<file path="src/hw/rtl/bfbf_pkg.sv">
package bfbf_pkg;

  localparam int COORD_W        = 32;
  localparam int NUM_SIDES      = 6;
  localparam int FLAT_SIDES     = 4;
  localparam int SIDE_W         = 3;
  localparam int NUM_PHASES_DEF = 16;
  localparam int PHASE_W        = 8;
  localparam int APB_AW         = 5;
  localparam int APB_DW         = 32;

  typedef logic signed [COORD_W-1:0] coord_t;
  typedef logic signed [COORD_W:0]   dist_t;
  typedef coord_t [NUM_SIDES-1:0]    box_t;

  typedef enum logic [1:0] {
    CMD_START    = 2'd0,
    CMD_REFINE   = 2'd1,
    CMD_CLASSIFY = 2'd2,
    CMD_NOP      = 2'd3
  } cmd_t;

  typedef enum logic [2:0] {
    REG_BOX_MIN_X = 3'd0,
    REG_BOX_MAX_X = 3'd1,
    REG_BOX_MIN_Y = 3'd2,
    REG_BOX_MAX_Y = 3'd3,
    REG_BOX_MIN_Z = 3'd4,
    REG_BOX_MAX_Z = 3'd5,
    REG_PER_PHASE = 3'd6,
    REG_FLAT_MODE = 3'd7
  } reg_idx_t;

  typedef struct packed {
    logic              enclosed;
    logic [SIDE_W-1:0] side;
  } pick_t;

endpackage

</file>
<file path="src/hw/rtl/bfbf_side_eval.sv">
module bfbf_side_eval (
  input  logic            clk,
  input  logic            en,
  input  logic            flat,
  input  bfbf_pkg::box_t  box,
  input  bfbf_pkg::box_t  cvec,
  output bfbf_pkg::box_t  box_q,
  output bfbf_pkg::pick_t pick
);
  import bfbf_pkg::*;

  dist_t [NUM_SIDES-1:0] dist_r;
  box_t                  box_r;

  always_ff @(posedge clk) begin
    if (en) begin
      box_r <= box;
      for (int s = 0; s < NUM_SIDES; s++) begin
        if (s % 2 == 1) begin
          dist_r[s] <= dist_t'(box[s]) - dist_t'(cvec[s]);
        end else begin
          dist_r[s] <= dist_t'(cvec[s]) - dist_t'(box[s]);
        end
      end
    end
  end

  always_comb begin
    logic [COORD_W:0]  best;
    logic              all_in;
    logic [SIDE_W-1:0] side;
    best   = dist_r[0];
    all_in = 1'b1;
    side   = '0;
    for (int s = 0; s < NUM_SIDES; s++) begin
      if (!flat || s < FLAT_SIDES) begin
        if (dist_r[s][COORD_W] || dist_r[s] == '0) begin
          all_in = 1'b0;
        end else if (dist_r[s] < best) begin
          best = dist_r[s];
          side = SIDE_W'(s);
        end
      end
    end
    pick.enclosed = all_in;
    pick.side     = side;
  end

  assign box_q = box_r;

endmodule

</file>
<file path="config.mk">
export PLATFORM = sky130hd
export DESIGN_NAME = bfbf_side_eval
export DESIGN_NICKNAME = d
export VERILOG_FILES = /design/src/hw/rtl/bfbf_pkg.sv /design/src/hw/rtl/bfbf_side_eval.sv
export SDC_FILE = /design/constraint.sdc
export NUM_CORES = 1
export LEC_CHECK = 0
export ABC_AREA = 0
export BUFFER_PORTS_ARGS = -buffer_cell sky130_fd_sc_hd__buf_2
export CAP_MARGIN = 20
export CORE_AREA = 2 2 303 305
export CTS_CLUSTER_DIAMETER = 100
export DETAILED_ROUTE_END_ITERATION = 12
export DIE_AREA = 0 0 305 307
export GPL_ROUTABILITY_DRIVEN = 0
export GPL_TIMING_DRIVEN = 1
export PLACE_DENSITY = 0.56
export SYNTH_ARGS = -nofsm -noshare
export SYNTH_HDL_FRONTEND = slang
export SYNTH_SLANG_ARGS = --single-unit
export TNS_END_PERCENT = 50
</file>
<file path="constraint.sdc">
create_clock -name clk -period 17 [get_ports clk]
set_clock_uncertainty 0.05 [all_clocks]
set_input_delay 2.55 -clock clk [delete_from_list [all_inputs] [get_ports clk]]
set_output_delay 2.55 -clock clk [all_outputs]
set_load 0.02 [all_outputs]
</file>
Word-level counts from Yosys, hierarchy flattened
Index checks and enable logic that the tools add are counted.

Register bits after elaboration: 390. Input port bits: 387. Logic and storage cells: 64.

$add $sub $neg: 6. Magnitude comparators: 5. Multiplexer cells: 29. Reductions and logical operators: 12.

Operators by type and width (number): $mux W33 (9); $logic_not A33 Y1 (6); $sub A32 B32 Y33 (6); $lt A33 B33 Y1 (5); $mux W3 (10); $mux W1 (10); $logic_or A1 B1 Y1 (6).

Depth between registers and ports, before layout
Word-level depth: 17. Mapped depth: 64. Mapped depth without buffers: 59.

Worst setup path before layout
No wires, ideal clock.

Kind: flip-flop to output port. From: reg dist_r[60] in the netlist's numbering. To: out pick[1] in the netlist's numbering. Arrival: 12.493 ns. Data required time: 14.400 ns. Setup slack: 1.907 ns. Cell stages (with the launch flop): 63. Path buffers: 5. Cells stage by stage: edfxtp_1 > ha_1 > a21oi_1 > a21o_1 > a21oi_1 > a2111oi_4 > or4b_4 > nand2_1 > buf_1 > mux2i_1 > ha_1 > a21o_1 > a211oi_1 > o21ai_0 > a2111oi_0 > o31ai_1 > a211oi_1 > nand2_1 > (+27 left out) > nor3_1 > nor4b_1 > o2111ai_1 > o211ai_4 > mux2_2 > ha_1 > a21oi_1 > nor2b_1 > o21ai_0 > nand2b_1 > a21oi_1 > nor2b_1 > o21ai_0 > a2111oi_0 > nor3_1 > o41ai_1 > nand2_1 > a221oi_1.

RTL lines: start: declaration (RTL line bfbf_side_eval.sv:12) `dist_t [NUM_SIDES-1:0] dist_r;`; start signal: indexed assignment (RTL line bfbf_side_eval.sv:20) `dist_r[s] <= dist_t'(box[s]) - dist_t'(cvec[s]);`; start signal: indexed assignment (RTL line bfbf_side_eval.sv:22) `dist_r[s] <= dist_t'(cvec[s]) - dist_t'(box[s]);`; end: declaration (RTL line bfbf_side_eval.sv:8) `output bfbf_pkg::pick_t pick`.

==> results.py <==
metrics = {
    "power": {
        "pwr-share-clk_pct": 26.9,
        "p_seq_share_pct": 33.7,
        "netSwitchingFraction_pct": 37.0,
        "pwr-share-comb_pct": 39.4,
        "netSwitchingPower_mw": 1.45,
        "intPower_mw": 2.47,
        "leakage_nw": 15.3,
        "ir_worst_vdd_mv": 0.0793,
        "power.density_mw_per_mm2": 118,
    },
    "logic_synthesis": {
        "synth_top_area_share_pct": 43.4,
        "ys_async_sr_fraction_pct": 0,
        "synth-main-ff-cell": "edfxtp_1",
        "yosys.area.top_type": "edfxtp_1",
        "netlist_instances": 2603,
        "netlist_area_mm2": 0.0270,
        "syn_avg_cell_area_um2": 10.4,
        "synth_commonest_cells": "390 x edfxtp_1, 351 x inv_1, 350 x ha_1",
        "yosysUniqueCellTypes": 65,
        "ys_seq_area_share_pct": 43.4,
        "yosys-top-cells-area": "edfxtp_1 43%, ha_1 16%, inv_1 4.9%",
        "yosysMostFrequentCell": "edfxtp_1",
        "yosysWarnings": 0,
        "synth-edff-count": 390,
        "syn_nets": 3346,
        "ys_ff_latch": 390,
    },
    "critical_path": {
        "path_buf_inv": 6,
        "slowest_delay_ps": 620,
        "crit_arrival_ps": 13670,
        "crit_fanout": 21,
        "path_common_cell": "a21o_1",
        "critPathSlowestCell": "or4b_4",
        "worstPathRequired_ps": 14400,
        "worstSetupPathType": "flip-flop to primary output",
        "start_kind": "flip-flop",
        "critPathCaptureType": "primary output",
        "critical_path.top_delay_family": "compound AO/OA/AOI/OAI gates",
    },
    "cts": {
        "cts.sinks": 390,
        "max-clock-path-buffers": 3,
        "htree_num_levels": 2,
        "clkTransAtPathRegs_ps": 60,
        "cts_tree": "built",
        "cts_made_buffers": 50,
        "root_buffer": "clkbuf_16",
    },
    "layout": {
        "area_growth_pct": 22.9,
        "final-instance-count-excl-fill": 4472,
        "drive_gt1_share_pct": 22.9,
        "fin_nets": 3986,
    },
    "die": {
        "die_w_um": 305,
        "std_cell_rows": 111,
        "die-height_um": 307,
        "floorplan.initialDensity_pct": 29.8,
        "die_area_mm2": 0.0936,
        "boundaryPins": 583,
        "core_mm2": 0.0907,
    },
    "global_route": {
        "grt_pass1_wl_um": 125000,
        "grt_max_degree": 73,
        "overflow": 0,
        "antenna_found_initial": 21,
        "track_usage_pct": 17.6,
        "grt_pass1_vias": 21400,
    },
    "sta": {
        "fmax_mhz": 61.5,
        "hold_slack_ps": 2050,
        "finalHoldViolations": 0,
        "setup_violations": 0,
        "fin_crit_sh_pct": 95.7,
        "setup_tns_ps": 0,
        "fin_crit_ps": 16270,
        "worst_pin_slew_ps": 1030,
        "slew_headroom_pct": 30.7,
        "finalMaxSlewViolations": 0,
    },
    "min_path": {
        "holdPathEnd": "box_q[50]",
        "min_path_cells": 1,
        "hp-class": "input port to flip-flop",
        "hp-start": "box[50]",
    },
    "run": {
        "cap_violations": 0,
    },
    "outcome": {
        "status": "complete, no violations",
    },
    "placement": {
        "port-buffer-count": 582,
        "dpl.hpwl_um": 70300,
        "dp_cells": 4364,
    },
    "drt": {
        "num_vias": 21600,
        "drc": 0,
        "routed_wl_um": 85900,
        "first_pass_iters": 5,
        "viasPerCell": 4.84,
        "ant_nets": 0,
        "wl_per_cell_um": 19.2,
        "drt_iter0_drc": 1235,
    },
}
[sequential cells by signal (all words and copies together) (netlist names)]
| name | flops |
|---|---|
| box_q | 192 |
| dist_r | 198 |
[layout by cell type, fill, tap and decap left out, drive strengths merged, types with 14 or more instances in the layout]
cell | synthesis | final
clkinv | 0 | 23
nor4 | 55 | 55
or3 | 14 | 14
o21ai | 116 | 116
clkbuf | 3 | 53
xnor2 | 104 | 104
edfxtp | 390 | 390
nand2 | 87 | 87
a21o | 86 | 86
and3 | 18 | 18
o21a | 51 | 52
o211ai | 18 | 18
nand3 | 46 | 46
nor3 | 52 | 52
or2 | 22 | 22
nor2 | 210 | 210
a21oi | 185 | 185
buf | 14 | 601
nand2b | 33 | 33
nand4 | 49 | 49
a211oi | 22 | 22
mux2i | 61 | 61
nor2b | 31 | 31
mux2 | 34 | 34
a21boi | 21 | 21
inv | 351 | 355
a31oi | 17 | 17
ha | 350 | 350
xor2 | 42 | 42
[power by group through the flow]
stage                     sequential (mW)  combinational [mW]  clock [mW]
after global placement               1.34                1.48           0
after floorplan                      1.33               0.983           0
after detailed placement             1.34                1.49           0
after CTS                            1.32                1.51        1.09
final                                1.32                1.54        1.05
after global routing                 1.33                1.72        1.12
[per-stage QoR]
stage	power, mW	cell area, µm²	setup slack [ps]	utilization, %
after global placement	2.82	31400	368	34.6
after floorplan	2.31	27000	1910	-
after CTS	3.91	33000	65.6	36.4
final	3.91	33200	733	36.6
after global routing	4.16	33200	-11.5	36.6
after detailed placement	2.83	31400	-108	34.6
[worst max path at each step]
stage          cells after the start      end  startpoint
2_1_floorplan                     62  pick[1]  dist_r[60]
3_3_place_gp                      62  pick[1]   dist_r[7]
3_5_place_dp                      60  pick[1]  dist_r[40]
4_1_cts                           59  pick[1]  dist_r[40]
5_1_grt                           57  pick[0]   dist_r[7]
6_report                          57  pick[2]  dist_r[40]
[cell type report]
type / instances / area [µm²]
inverters: 351 / 1320
well taps: 1186 / 1480
diodes: 8 / 20.0
fillers: 9218 / 57500
clock buffers: 52 / 1260
clock inverters: 35 / 328
flip-flops and latches: 390 / 11700
multi-input cells: 1848 / 14000
repair buffers: 602 / 3090
[logic make-up after synthesis]
logic type	after synthesis	share of synthesized area (%)
fa+ha+maj	356	16.7
compound gates	600	14.3
flops	390	43.4
xor+xnor	146	4.74
simple gates	648	12.0
buf+inv	368	5.24
mux	95	3.69
[metal layers]
metal	part of all wire, %	routed length, µm	global-route usage, %	vias up
li1	-	-	-	10800
met1	41	35200	20.6	10100
met2	50	42800	31.4	537
met3	6.5	5550	4.49	132
met4	2.6	2230	5.51	24
met5	0.14	122	0	-
[timing repair]
item / in CTS / in global routing
gates resized for setup: 4 / 18
endpoints found under the setup margin: 3 / 3
gates cloned: 0 / 3
hold buffers: 0 / 0
buffers inserted: 2 / 8
pin swaps: 1 / 6
Power figures use the tool's default switching activity.
